--- src/rtl/core/field_point_camera_projection_assert.svh ---
// ----------------------------------------------------------------------------
// Assertion macros for the field point camera projection block
// Clocked on clock, disabled while reset is high.
// ----------------------------------------------------------------------------
`ifndef FIELD_POINT_CAMERA_PROJECTION_ASSERT_SVH
`define FIELD_POINT_CAMERA_PROJECTION_ASSERT_SVH

// Same-cycle implication
`define FPCP_ASSERT_NOW(label, ante, cons) \
   label: assert property (@(posedge clock) disable iff (reset) (ante) |-> (cons)) \
      else $error("fpcp: same-cycle check failed");

// Next-cycle implication
`define FPCP_ASSERT_NEXT(label, ante, cons) \
   label: assert property (@(posedge clock) disable iff (reset) (ante) |=> (cons)) \
      else $error("fpcp: next-cycle check failed");

`endif

--- src/rtl/core/fpcp_pkg.sv ---
// ----------------------------------------------------------------------------
// fpcp_pkg
// Shared types, widths and constants of the field point camera projection.
// ----------------------------------------------------------------------------
`default_nettype none

package fpcp_pkg;

   // Image size in pixels
   localparam int IMAGE_W = 640;
   localparam int IMAGE_H = 480;

   // Register indexes of the configuration port
   localparam logic [3:0] REG_ROBOT_X       = 4'd0;
   localparam logic [3:0] REG_ROBOT_Y       = 4'd1;
   localparam logic [3:0] REG_ROBOT_HEADING = 4'd2;
   localparam logic [3:0] REG_HEAD_YAW      = 4'd3;
   localparam logic [3:0] REG_HEAD_PITCH    = 4'd4;
   localparam logic [3:0] REG_CAM_HEIGHT    = 4'd5;
   localparam logic [3:0] REG_CAM_PITCH_OFS = 4'd6;
   localparam logic [3:0] REG_FOCAL         = 4'd7;

   // Divider operand widths: |y2| < 2^23, focal length has 12 bits
   localparam int DEN_W = 24;
   localparam int NUM_W = DEN_W + 12;

   // Sine and cosine of the two rotation angles, Q1.15
   typedef struct packed {
      logic signed [15:0] cos_yaw;
      logic signed [15:0] sin_yaw;
      logic signed [15:0] cos_pitch;
      logic signed [15:0] sin_pitch;
   } trig_type;

   // Pose and optics registers used by the transform pipeline
   typedef struct packed {
      logic signed [11:0] robot_x;
      logic signed [11:0] robot_y;
      logic [7:0]         camera_height;
      logic [11:0]        focal_px;
   } pose_type;

   // Flags that travel alongside the quotients
   typedef struct packed {
      logic neg_x;
      logic neg_y;
      logic depth_zero;
   } div_side_type;

   // Partial remainder and numerator/quotient shift word of one lane
   typedef struct packed {
      logic [DEN_W-1:0] rem;
      logic [NUM_W-1:0] num;
   } div_state_type;

   // One restoring division step: shift in a numerator bit, subtract if it fits
   function automatic div_state_type div_step(div_state_type s, logic [DEN_W-1:0] den);
      logic [DEN_W:0] sh;
      div_state_type  r;
      sh = {s.rem, s.num[NUM_W-1]};
      if (sh >= {1'b0, den}) begin
         r.rem = DEN_W'(sh - {1'b0, den});
         r.num = {s.num[NUM_W-2:0], 1'b1};
      end else begin
         r.rem = sh[DEN_W-1:0];
         r.num = {s.num[NUM_W-2:0], 1'b0};
      end
      return r;
   endfunction

endpackage

`default_nettype wire

--- src/rtl/core/fpcp_trig.sv ---
// ----------------------------------------------------------------------------
// fpcp_trig
// Sequential sine/cosine unit. Evaluates cos and sin of yaw and pitch with a
// quarter-wave odd Taylor series (Horner, Q2.30) on one shared multiplier.
// ----------------------------------------------------------------------------
`default_nettype none

module fpcp_trig
   import fpcp_pkg::*;
(
   input  wire logic               clock,
   input  wire logic               reset,
   input  wire logic               start,
   input  wire logic signed [17:0] yaw,
   input  wire logic signed [17:0] pitch,
   output logic                    ready,
   output trig_type                trig
);

   localparam logic signed [18:0] FULL_TURN = 19'sd46080;
   localparam logic signed [18:0] QUARTER   = 19'sd11520;
   localparam logic [31:0]        RAD_Q30   = 32'd146409;
   localparam logic [30:0]        ONE_Q30   = 31'h4000_0000;
   localparam logic [63:0]        HALF_Q30  = 64'd536870912;
   localparam longint unsigned    TWO_34    = 64'd17179869184;
   localparam logic [31:0]        RECIP_0   = 32'(TWO_34 / 110);
   localparam logic [31:0]        RECIP_1   = 32'(TWO_34 / 72);
   localparam logic [31:0]        RECIP_2   = 32'(TWO_34 / 42);
   localparam logic [31:0]        RECIP_3   = 32'(TWO_34 / 20);
   localparam logic [31:0]        RECIP_4   = 32'(TWO_34 / 6);

   // Sequencer states
   localparam logic [3:0] S_LOAD = 4'd0;
   localparam logic [3:0] S_WRAP = 4'd1;
   localparam logic [3:0] S_M1   = 4'd2;
   localparam logic [3:0] S_U1   = 4'd3;
   localparam logic [3:0] S_M2   = 4'd4;
   localparam logic [3:0] S_U2   = 4'd5;
   localparam logic [3:0] S_M3   = 4'd6;
   localparam logic [3:0] S_U3   = 4'd7;
   localparam logic [3:0] S_M4   = 4'd8;
   localparam logic [3:0] S_U4   = 4'd9;
   localparam logic [3:0] S_M5   = 4'd10;
   localparam logic [3:0] S_U5   = 4'd11;
   localparam logic [3:0] S_DONE = 4'd12;

   logic [3:0]         state_ff, state_in;
   logic [1:0]         ang_ff, ang_in;
   logic [2:0]         i_ff, i_in;
   logic signed [18:0] m_ff, m_in;
   logic [13:0]        f_ff, f_in;
   logic               neg_ff, neg_in;
   logic [30:0]        x_ff, x_in;
   logic [31:0]        x2_ff, x2_in;
   logic [30:0]        t_ff, t_in;
   logic [31:0]        p_ff, p_in;
   logic [63:0]        prod_ff, prod_in;
   trig_type           trig_ff, trig_in;

   logic [31:0] mul_a, mul_b;
   logic [63:0] rnd;
   logic [15:0] mu;
   logic [15:0] f_raw;
   logic [1:0]  quad;
   logic [29:0] q0;
   logic [36:0] rem;
   logic [29:0] qv;
   logic [6:0]  dv;
   logic [31:0] recip;
   logic [32:0] sq;
   logic [17:0] sq15;
   logic signed [15:0] mag, res;

   // Series divisor and its scaled reciprocal per Horner step
   always_comb begin
      case (i_ff)
         3'd0:    begin dv = 7'd110; recip = RECIP_0; end
         3'd1:    begin dv = 7'd72;  recip = RECIP_1; end
         3'd2:    begin dv = 7'd42;  recip = RECIP_2; end
         3'd3:    begin dv = 7'd20;  recip = RECIP_3; end
         default: begin dv = 7'd6;   recip = RECIP_4; end
      endcase
   end

   // Quadrant split of the wrapped angle
   always_comb begin
      mu = m_ff[15:0];
      if (mu >= 16'd34560) begin
         quad  = 2'd3;
         f_raw = mu - 16'd34560;
      end else if (mu >= 16'd23040) begin
         quad  = 2'd2;
         f_raw = mu - 16'd23040;
      end else if (mu >= 16'd11520) begin
         quad  = 2'd1;
         f_raw = mu - 16'd11520;
      end else begin
         quad  = 2'd0;
         f_raw = mu;
      end
   end

   // Shared multiplier operands
   always_comb begin
      case (state_ff)
         S_M1:    begin mul_a = 32'(f_ff);  mul_b = RAD_Q30;     end
         S_M2:    begin mul_a = 32'(x_ff);  mul_b = 32'(x_ff);   end
         S_M3:    begin mul_a = x2_ff;      mul_b = 32'(t_ff);   end
         S_M4:    begin mul_a = p_ff;       mul_b = recip;       end
         default: begin mul_a = 32'(x_ff);  mul_b = 32'(t_ff);   end
      endcase
      prod_in = {32'd0, mul_a} * {32'd0, mul_b};
   end

   // Rounding, reciprocal correction and final scaling
   always_comb begin
      rnd  = prod_ff + HALF_Q30;
      q0   = prod_ff[63:34];
      rem  = {5'd0, p_ff} - (37'(q0) * 37'(dv));
      qv   = (rem >= 37'(dv)) ? q0 + 30'd1 : q0;
      sq   = {1'b0, rnd[61:30]} + 33'd16384;
      sq15 = sq[32:15];
      mag  = (sq15 > 18'd32767) ? 16'sd32767 : $signed(sq15[15:0]);
      res  = neg_ff ? -mag : mag;
   end

   // Sequencer next state
   always_comb begin
      state_in = state_ff;
      ang_in   = ang_ff;
      i_in     = i_ff;
      m_in     = m_ff;
      f_in     = f_ff;
      neg_in   = neg_ff;
      x_in     = x_ff;
      x2_in    = x2_ff;
      t_in     = t_ff;
      p_in     = p_ff;
      trig_in  = trig_ff;
      unique case (state_ff)
         S_LOAD: begin
            case (ang_ff)
               2'd0:    m_in = 19'(yaw) + QUARTER;
               2'd1:    m_in = 19'(yaw);
               2'd2:    m_in = 19'(pitch) + QUARTER;
               default: m_in = 19'(pitch);
            endcase
            state_in = S_WRAP;
         end
         S_WRAP: begin
            if (m_ff < 0) begin
               m_in = m_ff + FULL_TURN;
            end else if (m_ff >= FULL_TURN) begin
               m_in = m_ff - FULL_TURN;
            end else begin
               f_in     = quad[0] ? 14'(16'd11520 - f_raw) : 14'(f_raw);
               neg_in   = quad[1];
               state_in = S_M1;
            end
         end
         S_M1: state_in = S_U1;
         S_U1: begin
            x_in     = prod_ff[30:0];
            state_in = S_M2;
         end
         S_M2: state_in = S_U2;
         S_U2: begin
            x2_in    = rnd[61:30];
            t_in     = ONE_Q30;
            i_in     = 3'd0;
            state_in = S_M3;
         end
         S_M3: state_in = S_U3;
         S_U3: begin
            p_in     = rnd[61:30];
            state_in = S_M4;
         end
         S_M4: state_in = S_U4;
         S_U4: begin
            t_in     = ONE_Q30 - 31'(qv);
            i_in     = i_ff + 3'd1;
            state_in = (i_ff == 3'd4) ? S_M5 : S_M3;
         end
         S_M5: state_in = S_U5;
         S_U5: begin
            case (ang_ff)
               2'd0:    trig_in.cos_yaw   = res;
               2'd1:    trig_in.sin_yaw   = res;
               2'd2:    trig_in.cos_pitch = res;
               default: trig_in.sin_pitch = res;
            endcase
            ang_in   = ang_ff + 2'd1;
            state_in = (ang_ff == 2'd3) ? S_DONE : S_LOAD;
         end
         S_DONE: state_in = S_DONE;
         default: state_in = S_LOAD;
      endcase
      // Restart on any new pose
      if (start) begin
         state_in = S_LOAD;
         ang_in   = 2'd0;
      end
   end

   // Control state
   always_ff @(posedge clock) begin
      if (reset) begin
         state_ff <= S_LOAD;
         ang_ff   <= 2'd0;
      end else begin
         state_ff <= state_in;
         ang_ff   <= ang_in;
      end
   end

   // Datapath registers
   always_ff @(posedge clock) begin
      i_ff    <= i_in;
      m_ff    <= m_in;
      f_ff    <= f_in;
      neg_ff  <= neg_in;
      x_ff    <= x_in;
      x2_ff   <= x2_in;
      t_ff    <= t_in;
      p_ff    <= p_in;
      prod_ff <= prod_in;
      trig_ff <= trig_in;
   end

   assign ready = (state_ff == S_DONE);
   assign trig  = trig_ff;

endmodule

`default_nettype wire

--- config.mk ---
export PLATFORM = sky130hd
export DESIGN_NAME = fpcp_trig
export DESIGN_NICKNAME = d
export VERILOG_FILES = /design/src/rtl/core/field_point_camera_projection_assert.svh /design/src/rtl/core/fpcp_pkg.sv /design/src/rtl/core/fpcp_trig.sv
export SDC_FILE = /design/constraint.sdc
export NUM_CORES = 2
export LEC_CHECK = 0
export ABC_AREA = 1
export BUFFER_PORTS_ARGS = -buffer_cell sky130_fd_sc_hd__buf_4
export CAP_MARGIN = 10
export CORE_MARGIN = 2
export CORE_UTILIZATION = 55
export CTS_CLUSTER_SIZE = 30
export DETAILED_ROUTE_END_ITERATION = 10
export GPL_ROUTABILITY_DRIVEN = 0
export HOLD_SLACK_MARGIN = 0.06
export PLACE_DENSITY_LB_ADDON = 0.05
export SKIP_CTS_REPAIR_TIMING = 1
export SLEW_MARGIN = 10
export SYNTH_ARGS = -nofsm -noshare
export SYNTH_HDL_FRONTEND = slang
export SYNTH_SLANG_ARGS = --single-unit
--- constraint.sdc ---
create_clock -name clock -period 27.3 [get_ports clock]
set_input_delay 4.095 -clock clock [delete_from_list [all_inputs] [get_ports clock]]
set_output_delay 4.095 -clock clock [all_outputs]
set_load 0.01 [all_outputs]
After elaboration in Yosys (flattened, before gate mapping)
Cells that the tools add are included.
{"block": "word_totals", "regBits": 297, "inputBits": 39, "output_inout_bits": 65, "word_cells": 105}
{"block": "classes", "add_sub_neg": 16, "n_mul": 2, "magnitude_cmp": 7, "n_eq_ne": 22, "mux": 25, "bitwise_logic": 3, "n_reduce_logical": 15}
{"op": "32-bit case mux with 3 select lines", "n": 2}
{"op": "32-bit case mux with 4 select lines", "n": 1}
{"op": "32-bit by 32-bit multiplier with 64-bit output", "n": 1}
{"op": "62-bit by 30-bit adder with 62-bit output, second input constant", "n": 1}
{"op": "31-bit case mux with 2 select lines", "n": 1}
{"op": "19-bit case mux with 3 select lines", "n": 1}
{"op": "14-bit two-way mux", "n": 4}
{"op": "4-bit case mux with 13 select lines", "n": 1}
{"op": "18-bit by 15-bit adder with 19-bit output, second input constant", "n": 2}
{"op": "19-bit two-way mux", "n": 2}
{"op": "19-bit case mux with 2 select lines", "n": 1}
{"op": "37-bit by 7-bit >= comparator with 1-bit output", "n": 1}
{"op": "30-bit by 7-bit multiplier with 37-bit output", "n": 1}
{"op": "32-bit by 37-bit subtractor with 37-bit output", "n": 1}
{"op": "32-bit by 15-bit adder with 33-bit output, second input constant", "n": 1}
{"op": "16-bit two-way mux", "n": 2}
{"op": "31-bit by 30-bit subtractor with 31-bit output, first input constant", "n": 1}
{"op": "30-bit by 1-bit adder with 30-bit output, second input constant", "n": 1}
{"op": "30-bit two-way mux", "n": 1}
{"op": "7-bit case mux with 4 select lines", "n": 1}
{"op": "4-bit equality test, second input constant", "n": 5}
{"op": "19-bit by 17-bit adder with 19-bit output, second input constant", "n": 1}
{"op": "19-bit by 17-bit >= comparator with 1-bit output, second input constant", "n": 1}
{"op": "19-bit by 1-bit < comparator with 1-bit output, second input constant", "n": 1}
{"op": "other kinds (34)", "n": 55}

Longest topological paths before layout
{"block": "depth", "word_depth": 8, "depth_mapped": 49, "ltp_nobuf": 47}

Worst setup path before layout
No wires, ideal clock.
{"block": "synth_path", "path_type": "register to register", "from": "register i_ff[0]", "to": "register prod_ff[59]", "setup_time_ps": 117, "t_arrival_ps": 8843, "required_ps": 27183, "setup_slack_ps": 18340, "stages_incl_launch_ff": 42, "n_path_buf": 1, "period_less_slack_ps": 8960, "path_cell_list": "edfxtp_1 inv_1 ha_1 inv_1 nor2_1 nor2_2 clkinv_1 nor2_1 inv_1 nor2_1 nor2_1 nand3_1 o21a_1 clkinv_1 clkbuf_1 nor2_1 fa_1 fa_1 (+6 left out) fa_1 inv_1 fa_1 fa_1 ha_1 a21oi_1 inv_1 a31oi_1 a21boi_0 o21ai_0 a21boi_0 o21ai_0 a21boi_0 o21ai_0 nand2_1 inv_1 o21bai_1 nand2_1"}
{"block": "synth_between", "elab_chain_len": 4, "elab_cells_between_ends": 7, "cone_classes": "mul (1); eq/ne (3); mux (2); reduce/logical (1)"}
{"element": "start: declaration", "line_no": "fpcp_trig.sv:49", "source": "logic [2:0] i_ff, i_in;"}
{"element": "start signal: assignment", "line_no": "fpcp_trig.sv:218", "source": "i_ff <= i_in;"}
{"element": "3-bit by 2-bit equality test with 1-bit output, or another cell as far along", "line_no": "fpcp_trig.sv:76", "source": "case (i_ff)"}
{"element": "32-bit case mux with 4 select lines (*)", "line_no": "fpcp_trig.sv:76"}
{"element": "32-bit case mux with 3 select lines (*)", "line_no": "fpcp_trig.sv:105", "source": "case (state_ff)"}
{"element": "32-bit by 32-bit multiplier with 64-bit output (*)", "line_no": "fpcp_trig.sv:112", "source": "prod_in = {32'd0, mul_a} * {32'd0, mul_b};"}
{"element": "named net prod_in[59]", "line_no": "fpcp_trig.sv:57", "source": "logic [63:0] prod_ff, prod_in;"}
{"element": "end signal: assignment", "line_no": "fpcp_trig.sv:226", "source": "prod_ff <= prod_in;"}
{"element": "end: declaration", "line_no": "fpcp_trig.sv:57"}
Mark *: on every way through the listed nets, which the timed path passes. The rest lies on a longest branch.
A chain may end at the register's enable or synchronous reset.

Final worst setup path
Same ends and word-level chain as after synthesis.

==> results.yml <==
global_routing:
  use_met3_pct: 9.13
  grt_pass1_wl_um: 297000
  top_usage_layer: "met2"
  grt_pass1_vias: 47800
  antenna_found_initial: 5
  use_met1_pct: 49.8
  grt_start_max_net_pins: 49
  use_met2_pct: 59.5
  grt_overflow: 0
  track_usage_pct: 38.8
clock_tree:
  clock_latency_ps: 610
  cts_tree: "done"
  root_buffer: "clkbuf_16"
  clkTransAtPathRegs_ps: 70
  cts_max_level: 1
  numCtsBuffers: 31
  cts_sinks: 297
  clockBufferDepth: 3
place:
  dp.cells: 8272
  hpwlAfterDp_um: 157000
  post_dp_cell_area_mm2: 0.0586
  port_buffers: 103
layout:
  drive_gt1_share_pct: 6.06
  mostFrequentLayoutCells: "1,584 x inv_1, 1,482 x nand2_1, 1,038 x fa_1, 826 x nor2_1, 380 x ha_1"
  final_cells: 8332
  fill_cells: 9505
  fin_nets: 8394
  area_delta_synth_final_pct: 6.59
  final_area_mm2: 0.0598
  mostFrequentLayoutCell: "inv_1"
logic_synthesis:
  async_flop_share_pct: 0
  synthesis.nets: 8367
  synth_cell_types: 64
  synth_edf_count: 227
  ys_seq_elements: 297
  netlist_area_mm2: 0.0561
  synth.avg_cell_area_um2: 8.11
  synth.yosys.seq_area_share_pct: 14.7
  synth_cells: 6910
  synth_flop_cell: "edfxtp_1"
  yosys_warnings: 0
timing:
  whs_ps: 398
  slew_headroom_pct: 12.8
  worst_pin_slew_ps: 1300
  rsz0062_at_grt: "false"
  fmax_ghz: 0.0810
  finalCritPeriodShare_pct: 45.2
  clock_skew_ps: 27.4
  setup_violations: 0
  hold_violations: 0
  final_max_slew_viol_count: 0
  setup-tns-final_ps: 0
  period_minus_slack_ps: 12340
detailed_routing:
  drt-initial-drc-count: 4757
  drc_errors: 0
  vias: 47100
  vias_per_cell: 5.65
  first_pass_iters: 6
  drtAntennaViolNets: 0
  totalWireLength_um: 198000
  wl_per_cell_um: 23.7
critical_path:
  cpPeakStageDelay_ps: 800
  cp-end-kind: "flip-flop"
  arrival_ps: 12840
  cp-endpoint: "prod_ff[59]$_DFF_P_"
  rrSetupSlack_ps: 14960
  path_max_fanout: 19
  crit_path_start_kind: "flip-flop"
  worst_r2r_path_depth: 42
  crit_top_cell: "inv_1"
  timing.rr.end: "prod_ff[59]$_DFF_P_"
  critPathLaunch: "i_ff[0]$_SDFFCE_PN0P_"
  r2r-start: "i_ff[0]$_SDFFCE_PN0P_"
  crit_slowest_cell: "clkinv_1"
  worstSetupPathType: "flip-flop to flip-flop"
  required_ps: 27790
floorplan:
  io_pins: 104
  die_h_um: 323
  fp.coreArea_mm2: 0.101
  die_x_um: 323
  rows: 117
  initial_core_util_pct: 55.3
  die-area_mm2: 0.104
flow_run:
  drv_cap: 0
worst_hold_path:
  hold_path_class: "flip-flop to flip-flop"
  min_from: "prod_ff[24]$_DFF_P_"
status:
  outcome: "completed"
flip-flops by register name, indices dropped and copies added (netlist names):
signal,flops
prod_ff,64
trig,64
p_ff,32
x2_ff,32
t_ff,31
x_ff,31
m_ff,19
f_ff,14
state_ff,4
i_ff,3
ang_ff,2
neg_ff,1
cell usage after synthesis, types with 4 or more instances:
cell type  number  area, um^2
nor2_2         24         150
o21bai_1       11        82.6
or2_2           6        37.5
nor3_2          5        50.1
nand3b_1        8        60.1
xnor2_1        37         324
a31oi_1        26         163
a21boi_0        7        52.6
nor4_1         12        75.1
buf_1          10        37.5
buf_4          13        97.6
ha_1          380        4750
nor2_1        836        3140
clkbuf_1      186         698
buf_2          12        60.1
fa_1         1038       20800
nand2_1      1484        5570
a22oi_1         5        37.5
o22ai_1         6        37.5
nand4_1        38         238
a21oi_1       205        1030
dfxtp_1        70        1400
o211ai_1       27         203
nor3_4          6        97.6
o21a_1         13        97.6
edfxtp_1      227        6820
o21ai_0       120         601
nand3_2         4        40.0
o2111ai_1      15         131
xor2_1        126        1100
nand2_2        23         144
nand3_1       164         821
inv_1        1585        5950
nor3_1         33         165
o31ai_1         4        30.0
buf_6           4        45.0
nor2_4          9         101
o21ai_1        37         185
inv_2          21        78.8
clkinv_1       29         109
metrics by stage:
| stage | worst slack (ps) | utilization [%] |
|---|---|---|
| after global placement | 15500 | 57.8 |
| final | 14960 | 58.9 |
| after global routing | 14190 | 58.9 |
| after detailed placement | 15270 | 57.8 |
| after CTS | 15200 | 58.9 |
| after floorplan | 18340 | - |
how the worst min path moves through the flow:
| stage | endpoint | slack [ps] | cells after the start |
|---|---|---|---|
| after floorplan | x_ff[0]$_DFFE_PN_ | 390 | 0 |
| after global placement | x_ff[14]$_DFFE_PN_ | 390 | 0 |
| after detailed placement | x_ff[18]$_DFFE_PN_ | 390 | 0 |
| after CTS | x_ff[18]$_DFFE_PN_ | 400 | 0 |
| after global routing | x_ff[24]$_DFFE_PN_ | 410 | 0 |
| final | x_ff[24]$_DFFE_PN_ | 400 | 0 |
final cells by class:
class | instances | area [um^2] | area share (%)
Timing Repair Buffer | 219 | 1640 | 2.75
Tap cell | 1368 | 1710 | 2.86
Antenna cell | 2 | 5.00 | 0.00838
Clock buffer | 37 | 883 | 1.48
Sequential cell | 297 | 8220 | 13.8
Inverter | 1637 | 6150 | 10.3
Clock inverter | 21 | 262 | 0.438
Multi-Input combinational cell | 4751 | 40900 | 68.4
routing by layer:
metal	vias up	wire [um]
met5	-	69
met4	6	16000
met3	677	21900
met2	2794	85600
met1	23000	74100
li1	20600	-
worst max-delay path: cells and delay by family, from the launching register on:
family                   cells  cell delay [ps]
adder cells (fa/ha/maj)     10             4460
AO/OA/AOI/OAI                9             2820
buffers and inverters       12             2500
flip-flops                   1              420
AND/OR/NAND/NOR             11             1980
cell families (layout without fill, tap and decap cells):
| group | Yosys count | count (layout) | synth area share, % |
|---|---|---|---|
| fa+ha+maj | 1418 | 1418 | 45.5 |
| xor+xnor | 167 | 167 | 2.70 |
| buf+inv | 1862 | 1914 | 12.6 |
| other cells | 0 | 2 | 0 |
| flops | 297 | 297 | 14.7 |
| simple gates | 2670 | 2670 | 19.4 |
| mux | 3 | 3 | 0.0536 |
| compound gates | 493 | 493 | 4.98 |
Power is left out: the tool's default activity adds up to more than one toggle a clock period on the data nets, which glitch-free logic cannot reach.
